--- src/hw/rtl/top_k_score_tracker_unit_macros.svh ---
// Assertion helpers shared by the tracker modules. Each expects clk and rst_n in scope.
`ifndef TOP_K_SCORE_TRACKER_UNIT_MACROS_SVH
`define TOP_K_SCORE_TRACKER_UNIT_MACROS_SVH

// Condition holds at every clock edge out of reset.
`define TKST_ASSERT_ALWAYS(label, cond, msg) \
  label: assert property (@(posedge clk) disable iff (!rst_n) (cond)) else $error(msg);

// Consequent holds in the same cycle as the antecedent.
`define TKST_ASSERT_IMPLY(label, ante, cons, msg) \
  label: assert property (@(posedge clk) disable iff (!rst_n) (ante) |-> (cons)) \
    else $error(msg);

`endif

--- src/hw/rtl/tkst_pkg.sv ---
package tkst_pkg;

  localparam int TABLE_DEPTH_DEF = 16;
  localparam int SCORE_BITS_DEF  = 16;

  localparam int OP_BITS   = 2;
  localparam int MM_BITS   = 5;
  localparam int TAG_BITS  = 16;
  localparam int SRC_BITS  = 16;
  localparam int OFS_BITS  = 32;
  localparam int RANK_BITS = 4;
  localparam int PAYLOAD_BITS = TAG_BITS + SRC_BITS + OFS_BITS;

  localparam logic [MM_BITS-1:0] KEEP_COUNT_RESET = 5'd16;

  // Operation codes
  localparam logic [OP_BITS-1:0] OP_CLEAR  = 2'd0;
  localparam logic [OP_BITS-1:0] OP_OFFER  = 2'd1;
  localparam logic [OP_BITS-1:0] OP_READ   = 2'd2;
  localparam logic [OP_BITS-1:0] OP_UNUSED = 2'd3;

  // Kind of result loaded into the output register
  typedef enum logic [1:0] {
    RK_PLAIN  = 2'd0,  // clear or readout of an empty table
    RK_OFFER  = 2'd1,  // append or rejected offer
    RK_RESCAN = 2'd2,  // replaced the lowest entry, new minimum found
    RK_ENTRY  = 2'd3   // one ranked entry of a readout
  } res_kind_t;

  typedef struct packed {
    logic      cfg_write;
    logic      clear;
    logic      offer;
    logic      append;
    logic      replace;
    logic      scan_start;
    logic      read_start;
    logic      scan_issue;
    logic      scan_max;
    logic      push;
    logic      commit_min;
    res_kind_t push_kind;
  } cmd_t;

  typedef struct packed {
    logic full;
    logic empty;
    logic beats_lowest;
    logic scan_last;
    logic last_rank;
  } sts_t;

endpackage

--- src/hw/rtl/tkst_ram.sv ---
module tkst_ram #(
  parameter int WIDTH = 8,
  parameter int DEPTH = 16
) (
  input  logic                                  clk,
  input  logic                                  we,
  input  logic [((DEPTH > 1) ? $clog2(DEPTH) : 1)-1:0] waddr,
  input  logic [WIDTH-1:0]                      wdata,
  input  logic [((DEPTH > 1) ? $clog2(DEPTH) : 1)-1:0] raddr,
  output logic [WIDTH-1:0]                      rdata
);

  logic [WIDTH-1:0] mem [DEPTH];
  logic [WIDTH-1:0] rdata_r;

  always_ff @(posedge clk) begin
    if (we) begin
      mem[waddr] <= wdata;
    end
    rdata_r <= mem[raddr];
  end

  assign rdata = rdata_r;

endmodule

--- src/hw/rtl/tkst_dpath.sv ---
`include "top_k_score_tracker_unit_macros.svh"

module tkst_dpath #(
  parameter int TABLE_DEPTH = tkst_pkg::TABLE_DEPTH_DEF,
  parameter int SCORE_BITS  = tkst_pkg::SCORE_BITS_DEF
) (
  input  logic                                 clk,
  input  logic                                 rst_n,
  input  tkst_pkg::cmd_t                       cmd,
  output tkst_pkg::sts_t                       sts,
  input  logic signed [SCORE_BITS-1:0]         in_score,
  input  logic [tkst_pkg::TAG_BITS-1:0]        in_vector_tag,
  input  logic [tkst_pkg::SRC_BITS-1:0]        in_source_id,
  input  logic [tkst_pkg::OFS_BITS-1:0]        in_text_offset,
  input  logic [tkst_pkg::MM_BITS-1:0]         cfg_keep_count,
  output logic                                 out_accepted,
  output logic                                 out_entry_valid,
  output logic [tkst_pkg::RANK_BITS-1:0]       out_rank,
  output logic signed [SCORE_BITS-1:0]         out_score,
  output logic [tkst_pkg::TAG_BITS-1:0]        out_vector_tag,
  output logic [tkst_pkg::SRC_BITS-1:0]        out_source_id,
  output logic [tkst_pkg::OFS_BITS-1:0]        out_text_offset,
  output logic                                 out_last
);

  localparam int IW = (TABLE_DEPTH > 1) ? $clog2(TABLE_DEPTH) : 1;
  localparam int HW = $clog2(TABLE_DEPTH + 1);
  localparam int CW = (HW > tkst_pkg::MM_BITS) ? HW : tkst_pkg::MM_BITS;
  localparam int EW = SCORE_BITS + tkst_pkg::PAYLOAD_BITS;
  localparam int TW = tkst_pkg::TAG_BITS;
  localparam int SW = tkst_pkg::SRC_BITS;
  localparam int OW = tkst_pkg::OFS_BITS;
  localparam int RB = tkst_pkg::RANK_BITS;
  localparam logic signed [SCORE_BITS-1:0] SCORE_MAXPOS = {1'b0, {(SCORE_BITS-1){1'b1}}};

  logic [tkst_pkg::MM_BITS-1:0] keep_count_r;
  logic [HW-1:0]                held_r;
  logic [IW-1:0]                lowest_slot_r;
  logic signed [SCORE_BITS-1:0] lowest_score_r;
  logic                         acc_r;
  logic [IW-1:0]                scan_idx_r;
  logic                         rd_vld_r;
  logic [IW-1:0]                rd_idx_r;
  logic                         found_r;
  logic [IW-1:0]                best_idx_r;
  logic signed [SCORE_BITS-1:0] best_score_r;
  logic [TW-1:0]                best_tag_r;
  logic [SW-1:0]                best_src_r;
  logic [OW-1:0]                best_ofs_r;
  logic [TABLE_DEPTH-1:0]       taken_r;
  logic [IW-1:0]                rank_r;

  logic                         out_accepted_r;
  logic                         out_entry_valid_r;
  logic [RB-1:0]                out_rank_r;
  logic signed [SCORE_BITS-1:0] out_score_r;
  logic [TW-1:0]                out_vector_tag_r;
  logic [SW-1:0]                out_source_id_r;
  logic [OW-1:0]                out_text_offset_r;
  logic                         out_last_r;

  logic [CW-1:0]                mm_ext;
  logic [HW-1:0]                lim;
  logic                         ram_we;
  logic [IW-1:0]                ram_waddr;
  logic [EW-1:0]                ram_wdata;
  logic [EW-1:0]                ram_rdata;
  logic signed [SCORE_BITS-1:0] rd_score;
  logic [TW-1:0]                rd_tag;
  logic [SW-1:0]                rd_src;
  logic [OW-1:0]                rd_ofs;
  logic                         rd_better;
  logic                         upd;
  logic [IW+RB-1:0]             rank_ext;

  // Effective limit: keep count clipped to 1..TABLE_DEPTH
  assign mm_ext = CW'(keep_count_r);
  always_comb begin
    if (mm_ext == '0) begin
      lim = HW'(1);
    end else if (mm_ext > CW'(TABLE_DEPTH)) begin
      lim = HW'(TABLE_DEPTH);
    end else begin
      lim = mm_ext[HW-1:0];
    end
  end

  assign sts.full         = held_r >= lim;
  assign sts.empty        = held_r == '0;
  assign sts.beats_lowest = in_score > lowest_score_r;
  assign sts.scan_last    = (HW'(scan_idx_r) + HW'(1)) == held_r;
  assign sts.last_rank    = (HW'(rank_r) + HW'(1)) == held_r;

  assign ram_we    = cmd.append || cmd.replace;
  assign ram_waddr = cmd.append ? held_r[IW-1:0] : lowest_slot_r;
  assign ram_wdata = {in_score, in_vector_tag, in_source_id, in_text_offset};

  tkst_ram #(
    .WIDTH(EW),
    .DEPTH(TABLE_DEPTH)
  ) u_store (
    .clk  (clk),
    .we   (ram_we),
    .waddr(ram_waddr),
    .wdata(ram_wdata),
    .raddr(scan_idx_r),
    .rdata(ram_rdata)
  );

  assign rd_score = $signed(ram_rdata[EW-1 -: SCORE_BITS]);
  assign rd_tag   = ram_rdata[OW+SW +: TW];
  assign rd_src   = ram_rdata[OW +: SW];
  assign rd_ofs   = ram_rdata[OW-1:0];

  // Max scan skips entries already read out; ties keep the lower slot
  always_comb begin
    if (cmd.scan_max) begin
      rd_better = !taken_r[rd_idx_r] && (!found_r || (rd_score > best_score_r));
    end else begin
      rd_better = !found_r || (rd_score < best_score_r);
    end
  end
  assign upd = rd_vld_r && rd_better;

  always_ff @(posedge clk) begin
    if (!rst_n) begin
      keep_count_r   <= tkst_pkg::KEEP_COUNT_RESET;
      held_r         <= '0;
      lowest_slot_r  <= '0;
      lowest_score_r <= SCORE_MAXPOS;
      scan_idx_r     <= '0;
      rd_vld_r       <= 1'b0;
      found_r        <= 1'b0;
      taken_r        <= '0;
      rank_r         <= '0;
    end else begin
      rd_vld_r <= cmd.scan_issue;
      if (cmd.cfg_write) begin
        keep_count_r <= cfg_keep_count;
      end
      if (cmd.cfg_write || cmd.clear) begin
        held_r         <= '0;
        lowest_slot_r  <= '0;
        lowest_score_r <= SCORE_MAXPOS;
      end
      if (cmd.append) begin
        held_r <= held_r + HW'(1);
        if (in_score < lowest_score_r) begin
          lowest_score_r <= in_score;
          lowest_slot_r  <= held_r[IW-1:0];
        end
      end
      if (cmd.commit_min) begin
        lowest_slot_r  <= best_idx_r;
        lowest_score_r <= best_score_r;
      end
      if (cmd.scan_start) begin
        scan_idx_r <= '0;
      end else if (cmd.scan_issue) begin
        scan_idx_r <= scan_idx_r + IW'(1);
      end
      if (cmd.scan_start) begin
        found_r <= 1'b0;
      end else if (upd) begin
        found_r <= 1'b1;
      end
      if (cmd.read_start) begin
        taken_r <= '0;
        rank_r  <= '0;
      end else if (cmd.push && (cmd.push_kind == tkst_pkg::RK_ENTRY)) begin
        taken_r[best_idx_r] <= 1'b1;
        rank_r              <= rank_r + IW'(1);
      end
    end
  end

  assign rank_ext = {{RB{1'b0}}, rank_r};

  always_ff @(posedge clk) begin
    if (cmd.offer) begin
      acc_r <= !sts.full;
    end
    if (cmd.scan_issue) begin
      rd_idx_r <= scan_idx_r;
    end
    if (upd) begin
      best_idx_r   <= rd_idx_r;
      best_score_r <= rd_score;
      best_tag_r   <= rd_tag;
      best_src_r   <= rd_src;
      best_ofs_r   <= rd_ofs;
    end
    if (cmd.push) begin
      out_accepted_r    <= 1'b0;
      out_entry_valid_r <= 1'b0;
      out_rank_r        <= '0;
      out_score_r       <= '0;
      out_vector_tag_r  <= '0;
      out_source_id_r   <= '0;
      out_text_offset_r <= '0;
      out_last_r        <= 1'b1;
      unique case (cmd.push_kind)
        tkst_pkg::RK_PLAIN: begin
        end
        tkst_pkg::RK_OFFER: begin
          out_accepted_r <= acc_r;
        end
        tkst_pkg::RK_RESCAN: begin
          out_accepted_r <= 1'b1;
        end
        tkst_pkg::RK_ENTRY: begin
          out_entry_valid_r <= 1'b1;
          out_rank_r        <= rank_ext[RB-1:0];
          out_score_r       <= best_score_r;
          out_vector_tag_r  <= best_tag_r;
          out_source_id_r   <= best_src_r;
          out_text_offset_r <= best_ofs_r;
          out_last_r        <= sts.last_rank;
        end
        default: begin
        end
      endcase
    end
  end

  assign out_accepted    = out_accepted_r;
  assign out_entry_valid = out_entry_valid_r;
  assign out_rank        = out_rank_r;
  assign out_score       = out_score_r;
  assign out_vector_tag  = out_vector_tag_r;
  assign out_source_id   = out_source_id_r;
  assign out_text_offset = out_text_offset_r;
  assign out_last        = out_last_r;

  `TKST_ASSERT_ALWAYS(a_held_in_limit, held_r <= lim, "held count exceeds limit")
  `TKST_ASSERT_IMPLY(a_lowest_held, held_r != '0, HW'(lowest_slot_r) < held_r, "lowest slot not held")

endmodule

--- src/hw/rtl/tkst_ctrl.sv ---
`include "top_k_score_tracker_unit_macros.svh"

module tkst_ctrl (
  input  logic                          clk,
  input  logic                          rst_n,
  input  logic                          in_valid,
  output logic                          in_stall,
  input  logic [tkst_pkg::OP_BITS-1:0]  in_operation,
  input  logic                          cfg_valid,
  output logic                          cfg_ready,
  output logic                          out_valid,
  input  logic                          out_stall,
  output tkst_pkg::cmd_t                cmd,
  input  tkst_pkg::sts_t                sts
);

  typedef enum logic [3:0] {
    ST_IDLE  = 4'b0001,
    ST_SCAN  = 4'b0010,
    ST_DRAIN = 4'b0100,
    ST_PUSH  = 4'b1000
  } state_t;

  state_t              state_r, state_nxt;
  tkst_pkg::res_kind_t kind_r, kind_nxt;
  logic                out_valid_r, out_valid_nxt;
  logic                slot_free;

  assign slot_free = !out_valid_r || !out_stall;
  assign in_stall  = state_r != ST_IDLE;
  assign cfg_ready = state_r == ST_IDLE;
  assign out_valid = out_valid_r;

  always_comb begin
    cmd           = '0;
    cmd.scan_max  = kind_r == tkst_pkg::RK_ENTRY;
    cmd.push_kind = kind_r;
    state_nxt     = state_r;
    kind_nxt      = kind_r;
    out_valid_nxt = out_valid_r && out_stall;
    unique case (state_r)
      ST_IDLE: begin
        cmd.cfg_write = cfg_valid;
        if (in_valid) begin
          unique case (in_operation)
            tkst_pkg::OP_CLEAR: begin
              cmd.clear = 1'b1;
              kind_nxt  = tkst_pkg::RK_PLAIN;
              state_nxt = ST_PUSH;
            end
            tkst_pkg::OP_OFFER: begin
              cmd.offer = 1'b1;
              if (!sts.full) begin
                cmd.append = 1'b1;
                kind_nxt   = tkst_pkg::RK_OFFER;
                state_nxt  = ST_PUSH;
              end else if (sts.beats_lowest) begin
                // overwrite the lowest slot, then rescan for the new minimum
                cmd.replace    = 1'b1;
                cmd.scan_start = 1'b1;
                kind_nxt       = tkst_pkg::RK_RESCAN;
                state_nxt      = ST_SCAN;
              end else begin
                kind_nxt  = tkst_pkg::RK_OFFER;
                state_nxt = ST_PUSH;
              end
            end
            tkst_pkg::OP_READ: begin
              if (sts.empty) begin
                kind_nxt  = tkst_pkg::RK_PLAIN;
                state_nxt = ST_PUSH;
              end else begin
                cmd.read_start = 1'b1;
                cmd.scan_start = 1'b1;
                kind_nxt       = tkst_pkg::RK_ENTRY;
                state_nxt      = ST_SCAN;
              end
            end
            tkst_pkg::OP_UNUSED: begin
            end
            default: begin
            end
          endcase
        end
      end
      ST_SCAN: begin
        cmd.scan_issue = 1'b1;
        if (sts.scan_last) begin
          state_nxt = ST_DRAIN;
        end
      end
      ST_DRAIN: begin
        // last read data is compared this cycle
        state_nxt = ST_PUSH;
      end
      ST_PUSH: begin
        if (slot_free) begin
          cmd.push       = 1'b1;
          cmd.commit_min = kind_r == tkst_pkg::RK_RESCAN;
          out_valid_nxt  = 1'b1;
          if ((kind_r == tkst_pkg::RK_ENTRY) && !sts.last_rank) begin
            cmd.scan_start = 1'b1;
            state_nxt      = ST_SCAN;
          end else begin
            state_nxt = ST_IDLE;
          end
        end
      end
      default: begin
        state_nxt = ST_IDLE;
      end
    endcase
  end

  always_ff @(posedge clk) begin
    if (!rst_n) begin
      state_r     <= ST_IDLE;
      kind_r      <= tkst_pkg::RK_PLAIN;
      out_valid_r <= 1'b0;
    end else begin
      state_r     <= state_nxt;
      kind_r      <= kind_nxt;
      out_valid_r <= out_valid_nxt;
    end
  end

  `TKST_ASSERT_IMPLY(a_push_slot_free, cmd.push, slot_free, "result loaded over a pending transfer")
  `TKST_ASSERT_IMPLY(a_scan_nonempty, state_r == ST_SCAN, !sts.empty, "scan over an empty table")

endmodule

--- src/hw/rtl/top_k_score_tracker_unit.sv ---
// Top-K score tracker. Holds the best keep-count candidates (score plus tag, source id and
// text offset) in a TABLE_DEPTH-entry RAM with one registered read port. An offer that
// replaces the lowest entry rescans the held entries for the new minimum, one slot per
// cycle. In a readout, each rank is a full pass over the held entries for the highest entry
// not yet emitted, and the next pass runs while the previous result waits for its transfer.
// An empty readout gives one result with entry_valid low. Writing the keep count empties the
// table; write it only while no operation is in flight.
module top_k_score_tracker_unit #(
  parameter int TABLE_DEPTH = tkst_pkg::TABLE_DEPTH_DEF,
  parameter int SCORE_BITS  = tkst_pkg::SCORE_BITS_DEF
) (
  input  logic                               clk,
  input  logic                               rst_n,
  input  logic                               in_valid,
  output logic                               in_stall,
  input  logic [tkst_pkg::OP_BITS-1:0]       in_operation,
  input  logic signed [SCORE_BITS-1:0]       in_score,
  input  logic [tkst_pkg::TAG_BITS-1:0]      in_vector_tag,
  input  logic [tkst_pkg::SRC_BITS-1:0]      in_source_id,
  input  logic [tkst_pkg::OFS_BITS-1:0]      in_text_offset,
  input  logic                               cfg_valid,
  output logic                               cfg_ready,
  input  logic [tkst_pkg::MM_BITS-1:0]       cfg_keep_count,
  output logic                               out_valid,
  input  logic                               out_stall,
  output logic                               out_accepted,
  output logic                               out_entry_valid,
  output logic [tkst_pkg::RANK_BITS-1:0]     out_rank,
  output logic signed [SCORE_BITS-1:0]       out_score,
  output logic [tkst_pkg::TAG_BITS-1:0]      out_vector_tag,
  output logic [tkst_pkg::SRC_BITS-1:0]      out_source_id,
  output logic [tkst_pkg::OFS_BITS-1:0]      out_text_offset,
  output logic                               out_last
);

  tkst_pkg::cmd_t cmd;
  tkst_pkg::sts_t sts;

  tkst_ctrl u_ctrl (
    .clk         (clk),
    .rst_n       (rst_n),
    .in_valid    (in_valid),
    .in_stall    (in_stall),
    .in_operation(in_operation),
    .cfg_valid   (cfg_valid),
    .cfg_ready   (cfg_ready),
    .out_valid   (out_valid),
    .out_stall   (out_stall),
    .cmd         (cmd),
    .sts         (sts)
  );

  tkst_dpath #(
    .TABLE_DEPTH(TABLE_DEPTH),
    .SCORE_BITS (SCORE_BITS)
  ) u_dpath (
    .clk            (clk),
    .rst_n          (rst_n),
    .cmd            (cmd),
    .sts            (sts),
    .in_score       (in_score),
    .in_vector_tag  (in_vector_tag),
    .in_source_id   (in_source_id),
    .in_text_offset (in_text_offset),
    .cfg_keep_count (cfg_keep_count),
    .out_accepted   (out_accepted),
    .out_entry_valid(out_entry_valid),
    .out_rank       (out_rank),
    .out_score      (out_score),
    .out_vector_tag (out_vector_tag),
    .out_source_id  (out_source_id),
    .out_text_offset(out_text_offset),
    .out_last       (out_last)
  );

endmodule

--- config.mk ---
export PLATFORM = sky130hd
export DESIGN_NAME = top_k_score_tracker_unit
export DESIGN_NICKNAME = d
export VERILOG_FILES = /design/src/hw/rtl/tkst_pkg.sv /design/src/hw/rtl/tkst_ram.sv /design/src/hw/rtl/tkst_dpath.sv /design/src/hw/rtl/tkst_ctrl.sv /design/src/hw/rtl/top_k_score_tracker_unit.sv
export VERILOG_INCLUDE_DIRS = /design/src /design/src/hw/rtl
export SDC_FILE = /design/constraint.sdc
export NUM_CORES = 2
export LEC_CHECK = 0
export BUFFER_PORTS_ARGS = -buffer_cell sky130_fd_sc_hd__buf_2
export CORE_AREA = 2 2 449 451
export DETAILED_ROUTE_END_ITERATION = 10
export DIE_AREA = 0 0 451 453
export GPL_TIMING_DRIVEN = 0
export HOLD_SLACK_MARGIN = 0.08
export PLACE_DENSITY = 0.48
export SLEW_MARGIN = 20
export SYNTH_ARGS = -nofsm -noshare
export SYNTH_HDL_FRONTEND = slang
export SYNTH_SLANG_ARGS = --single-unit
--- constraint.sdc ---
create_clock -name clk -period 9.4 [get_ports clk]
set_input_delay 0 -clock clk [delete_from_list [all_inputs] [get_ports clk]]
set_output_delay 0 -clock clk [all_outputs]
set_load 0.01 [all_outputs]
# --- Word level (Yosys, flattened, before mapping) ---
# Memories as Yosys holds them, arrays and structs flattened. A register that Yosys moved wholly into a read port is not among the register bits.
# Cells that the tools add are included.
totals:
  in_bits: 92
  register_bits: 239
  output_inout_bits: 90
  memories: 1
  elab_cells: 139
  mem_bits_rw: 1280
op_classes:
  n_mux: 53
  n_reduce_logical: 26
  magnitude_cmp: 9
  n_eq_ne: 16
  bitwise: 2
  add_sub_neg: 5
memory_table:
  columns: ["memory", "depth", "width", "rd", "rd_ports_with_merged_regs", "write_ports", "line", "rtl"]
  rows:
  - ["u_dpath.u_store.mem", 16, 80, 1, 1, 1, "tkst_ram.sv:13", "logic [WIDTH-1:0] mem [DEPTH];"]
op_table:
  columns: ["operator", "n"]
  rows:
  - ["$mux 16", 4]
  - ["$mux 4", 11]
  - ["$gt 16x16->1", 2]
  - ["$lt 16x16->1", 2]
  - ["$mux 5", 5]
  - ["$mux 2", 8]
  - ["$or 16x16->16", 1]
  - ["$pmux 4 s4", 1]
  - ["$mux 1", 15]
  - ["$pmux 4 s3", 1]
  - ["$add 4x1->5 const B", 2]
  - ["$eq 5x5->1", 2]
  - ["$logic_not 5->1", 2]
  - ["$lt 4x5->1 const B", 2]
  - ["$add 4x1->4 const B", 2]
  - ["$ne 4x1->1 const B", 2]
  - ["$eq 2x2->1 const B", 3]
  - ["$logic_and 1x1->1", 6]
  - ["$logic_not 1->1", 6]
  - ["$mux 6", 1]
  - ["$pmux 1 s2", 3]
  - ["$pmux 2 s3", 1]
  - ["$add 5x1->5 const B", 1]
  - ["$ge 5x5->1", 1]
  - ["other kinds (20)", 27]

# --- Longest topological paths before layout ---
depth:
  depth_word: 13
  depth_mapped: 13
  mapped_depth_nobuf: 11

# --- Hierarchy ---
# Synthesis repeated with hierarchy kept, for this count alone.
hier_totals:
  hier_cells: 2842
  area_unflattened_um2: 59726.0
modules_own_cells:
  columns: ["module", "area_each_um2", "cells_per_inst", "seq_area_each_um2", "n_inst"]
  rows:
  - ["tkst_ram", 49422.4, 2054, 40038.4, 1]
  - ["tkst_dpath", 9689.3, 717, 6406.1, 1]
  - ["tkst_ctrl", 614.3, 71, 140.1, 1]

# --- Worst setup path before layout ---
# OpenSTA, ideal clock, no wires.
synth_path:
  path_type: "reg2reg"
  from: "register u_dpath.rd_idx_r[0]"
  to: "register u_dpath.best_idx_r[0], enable pin"
  setup_time_ps: 643
  required_ps: 8757
  arrival_time_ps: 7564
  path_stages_with_launch: 6
  path_slack_ps: 1193
  path_cell_list: "edfxtp_1 > mux4_2 > mux4_2 > a21oi_1 > a21oi_1 > o21ai_0"
synth_between:
  elab_chain_cells: 6
synth_lines:
  columns: ["item", "line", "rtl"]
  rows:
  - ["start: declaration", "tkst_dpath.sv:43", "logic [IW-1:0] rd_idx_r;"]
  - ["start signal: assignment", "tkst_dpath.sv:184", "rd_idx_r <= scan_idx_r;"]
  - ["$bmux 1 s4", "tkst_dpath.sv:118", "rd_better = !taken_r[rd_idx_r] && (!found_r || (rd_score > best_score_r));"]
  - ["$mux 1 (not written as such)", "tkst_dpath.sv:118", null]
  - ["$logic_not 1->1", "tkst_dpath.sv:118", null]
  - ["$logic_and 1x1->1", "tkst_dpath.sv:118", null]
  - ["$mux 1", "tkst_dpath.sv:117", "if (cmd.scan_max) begin"]
  - ["$logic_and 1x1->1", "tkst_dpath.sv:123", "assign upd = rd_vld_r && rd_better;"]
  - ["net u_dpath.upd", "tkst_dpath.sv:73", "logic upd;"]
  - ["end signal: assignment", "tkst_dpath.sv:187", "best_idx_r <= rd_idx_r;"]
  - ["end: declaration", "tkst_dpath.sv:45", "logic [IW-1:0] best_idx_r;"]
# The timed path passes the listed nets, and every way through them passes these cells. The select of a mux whose other input is x is not followed.
# A chain may end at the register's enable or synchronous reset.

# --- Worst setup path after layout ---
layout_path:
  from: "register u_dpath.held_r[0]"
  to: "memory u_dpath.u_store.mem[4][29] in the netlist's numbering, enable pin"
layout_between:
  elab_chain_cells: 8
  word_cells_on_any_way: 10
layout_lines:
  columns: ["item", "line", "rtl"]
  rows:
  - ["start: declaration", "tkst_dpath.sv:37", "logic [HW-1:0] held_r;"]
  - ["start signal: assignment", "tkst_dpath.sv:147", "held_r <= held_r + HW'(1);"]
  - ["$ge 5x5->1", "tkst_dpath.sv:88", "assign sts.full = held_r >= lim;"]
  - ["$mux 1 / $mux 2 (equally long branches)", "tkst_ctrl.sv:53", "if (!sts.full) begin"]
  - ["$mux 3", "tkst_ctrl.sv:45", "unique case (in_operation)"]
  - ["$mux 6", "tkst_ctrl.sv:44", "if (in_valid) begin"]
  - ["$mux 5", "tkst_ctrl.sv:41", "unique case (state_r)"]
  - ["$logic_or 1x1->1", "tkst_dpath.sv:94", "assign ram_we = cmd.append || cmd.replace;"]
  - ["$mux 1", "tkst_ram.sv:17", "if (we) begin"]
  - ["$mux 1 (not written as such)", "tkst_ram.sv:18", "mem[waddr] <= wdata;"]
  - ["end: declaration", "tkst_ram.sv:13", null]
# Several ways; a longest one is shown, not always the timed one.

==> flow_summary.ini <==
[outcome]
status = finished, final reports clean

[logic_synthesis]
synth_most_common_cell = edfxtp_1
netlist.area_leader.share_pct = 73.3
synth_commonest_cells = edfxtp_1, mux4_2, dfxtp_1, clkbuf_1, nor2_1
yosys_warnings = 0
synth_area_leaders = edfxtp_1, mux4_2, dfxtp_1
synth_seq_area_share_pct = 78.1
ys_dominant_reg_cell = edfxtp_1
synth_area_um2 = 59600
syn-num-nets = 2837
yosysUniqueCellTypes = 57
ys_ff_latch = 1599
synth.largest_area_cell = edfxtp_1
syn_area_per_cell_um2 = 22.1
async_flop_share_pct = 0
netlist_instances = 2697
synth_edf_count = 1456

[timing]
period_share_pct = 52.3
final-hold-violation-count = 0
fin_skew_ps = 25.9
worst_slew_pin_slew_ps = 1120
rsz0062_at_grt = false
slew_viol_final = 0
fmax_ghz = 0.204
setup_viol = 0
finalCriticalPeriod_ps = 4910
maxSlewHeadroom_pct = 25.1
setup_ws_ps = 4490

[setup_path]
slowest_stage = nor2b_4
path_class = register to register
critical_path.cell_chain = clkbuf_1 > inv_1 > ha_1 > nor2b_1 > o21ai_0 > a31oi_1 > or4b_1 > buf_4 > o32ai_1 > nor2b_4 > buf_16 > buf_12 > buf_12 > buf_16
max_stage_delay_ps = 640
crit_required_ps = 9900
startpoint = u_dpath.held_r[0]$_SDFFE_PN0P_
worstSetupEndpointType = register
worstPathArrival_ps = 5410
crit_fanout = 14
crit_path_start_kind = register
r2r-start = u_dpath.held_r[0]$_SDFFE_PN0P_

[job]
cap_violations = 0

[place]
hpwl_mm = 102
place_congestion = 0.744
placed_cell_area_um2 = 66300
portBuffers = 180
pre_cts_slack_ps = 4480

[grt]
overflow = 0
grt_max_degree = 33
grt_pass1_wl_mm = 227
first_global_vias = 30078
track_usage_pct = 15.6
antenna_found_initial = 23

[layout]
final_core_util_pct = 36.5
areaGrowthSynthToFinish_pct = 21.9
stdcell_area_um2 = 72700
layout.nets = 3388
num-fill-cells = 18178
drive_gt1_share_pct = 29.3

[route]
drc = 0
viasPerCell = 4.79
routed_wl_mm = 160
drtAntennaViolNets = 0
drt-initial-drc-count = 2678
wire_per_inst_um = 26.5
drt-pass1-iter-count = 5
dr_total_vias = 28972

[die]
start_util_pct = 29.9
die-width_um = 451
ios = 182
die_h_um = 453
core.rowCount = 164
coreArea_um2 = 199000
die-area_um2 = 204000

[cts]
ctsHoldBuffers = 110
cts_buffer_depth = 3
cts.sinks = 1599
cts-resized-gates = 0
clock_latency_ps = 800
cts_tree = yes
post_cts_buffers = 0
cts-htree-levels = 4
cts_buffers = 166
clkSlewWorstSetupHoldPaths_ps = 60
cts-root-buf = clkbuf_16

[power]
p_leak_nw = 23.1
peakVddDrop_mv = 0.133
power_density_nw_per_um2 = 199

[hold_path]
min-delay-path-class = input pin to register
worstHoldStart = in_text_offset[26]
## worst max-delay path: cells and delay by family (launching register included)
family | cells | cell delay, ps
AND/OR/NAND/NOR | 3 | 1240
AO/OA/AOI/OAI | 3 | 890
adder cells (fa/ha/maj) | 1 | 340
buffers and inverters | 7 | 1760
flip-flops | 1 | 330
## where the power goes
part	leakage [nW]	internal, mW	switching, mW
Sequential	14.4	7.77	0.0118
Clock	2.57	3.66	2.75
Combinational	6.13	0.0947	0.163
Total	23.1	11.5	2.93
## worst paths after layout
check	slack, ps	depth (start not counted)	endpoint
setup reg to reg	4490	14	u_dpath.u_store.mem[4][29]$_DFFE_PP_
hold reg to reg	400	0	u_dpath.best_src_r[4]$_DFFE_PP_
setup / recovery	4490	14	u_dpath.u_store.mem[4][29]$_DFFE_PP_
hold / removal	150	2	u_dpath.u_store.mem[15][26]$_DFFE_PP_
## cell families (layout without fill, tap and decap cells)
family,count (synthesis),count (layout),synth area share [%]
compound gates,131,131,1.45
buf+inv,176,870,1.14
mux,408,408,15.3
simple gates,319,319,2.71
other cells,0,1,0
xor+xnor,16,16,0.235
flops,1599,1599,78.1
fa+ha+maj,48,48,1.01
## state kept, by name (all words and copies together), names as in the netlist, 2 cells and up
register,cells
u_dpath.u_store.mem,1280
u_dpath.u_store.rdata,80
u_dpath.best_ofs_r,32
u_dpath.out_text_offset,32
u_dpath.best_score_r,16
u_dpath.best_src_r,16
u_dpath.best_tag_r,16
u_dpath.lowest_score_r,16
u_dpath.out_score,16
u_dpath.out_source_id,16
u_dpath.out_vector_tag,16
u_dpath.taken_r,16
u_dpath.held_r,5
u_dpath.keep_count_r,5
u_ctrl.state_r,4
u_dpath.best_idx_r,4
u_dpath.lowest_slot_r,4
u_dpath.out_rank,4
u_dpath.rank_r,4
u_dpath.rd_idx_r,4
u_dpath.scan_idx_r,4
u_ctrl.kind_r,2
## metrics by stage
| step | TNS (ps) | hold slack [ps] | power (mW) | std cells |
|---|---|---|---|---|
| after floorplan | 0 | 98.9 | 8.01 | 2697 |
| after global placement | -3684780 | 280 | 8.14 | 5533 |
| after detailed placement | 0 | 285 | 8.15 | 5626 |
| after CTS | 0 | 81.5 | 14.6 | 6047 |
| after global routing | 0 | 123 | 14.9 | 6048 |
| final | 0 | 146 | 14.5 | 6048 |
## cells in the final DEF, fill, tap and decap left out, types with 8 or more instances in the layout
cell / instances
a21oi_1: 46
a31oi_1: 16
and2_1: 74
buf_12: 35
buf_16: 54
buf_2: 208
clkbuf_1: 119
clkbuf_16: 173
clkbuf_2: 29
clkbuf_8: 11
clkinv_1: 30
clkinv_2: 22
dfxtp_1: 143
dlygate4sd3_1: 110
edfxtp_1: 1456
ha_1: 48
inv_1: 48
mux4_2: 405
nand2_1: 64
nand3_1: 23
nor2_1: 77
nor2_4: 8
nor3_1: 22
o21ai_0: 16
o311ai_0: 15
xnor2_1: 11
## layer usage
metal / wire length [um] / global-route usage [%]
met1: 69600 / 21.0
met2: 79100 / 26.2
met3: 7850 / 2.79
met4: 3460 / 3.89
met5: 76 / 0
## final cells by class
cell class | count | area, um^2 | share of cell area, %
diodes | 1 | 2.50 | 0.00344
repair buffers | 383 | 4250 | 5.85
flip-flops and latches | 1599 | 46600 | 64.1
inverters | 49 | 184 | 0.253
plain buffers | 127 | 552 | 0.759
clock inverters | 76 | 604 | 0.832
multi-input cells | 922 | 12500 | 17.2
well taps | 2656 | 3320 | 4.57
clock buffers | 235 | 4670 | 6.43
(Power assumes the default switching activity.)
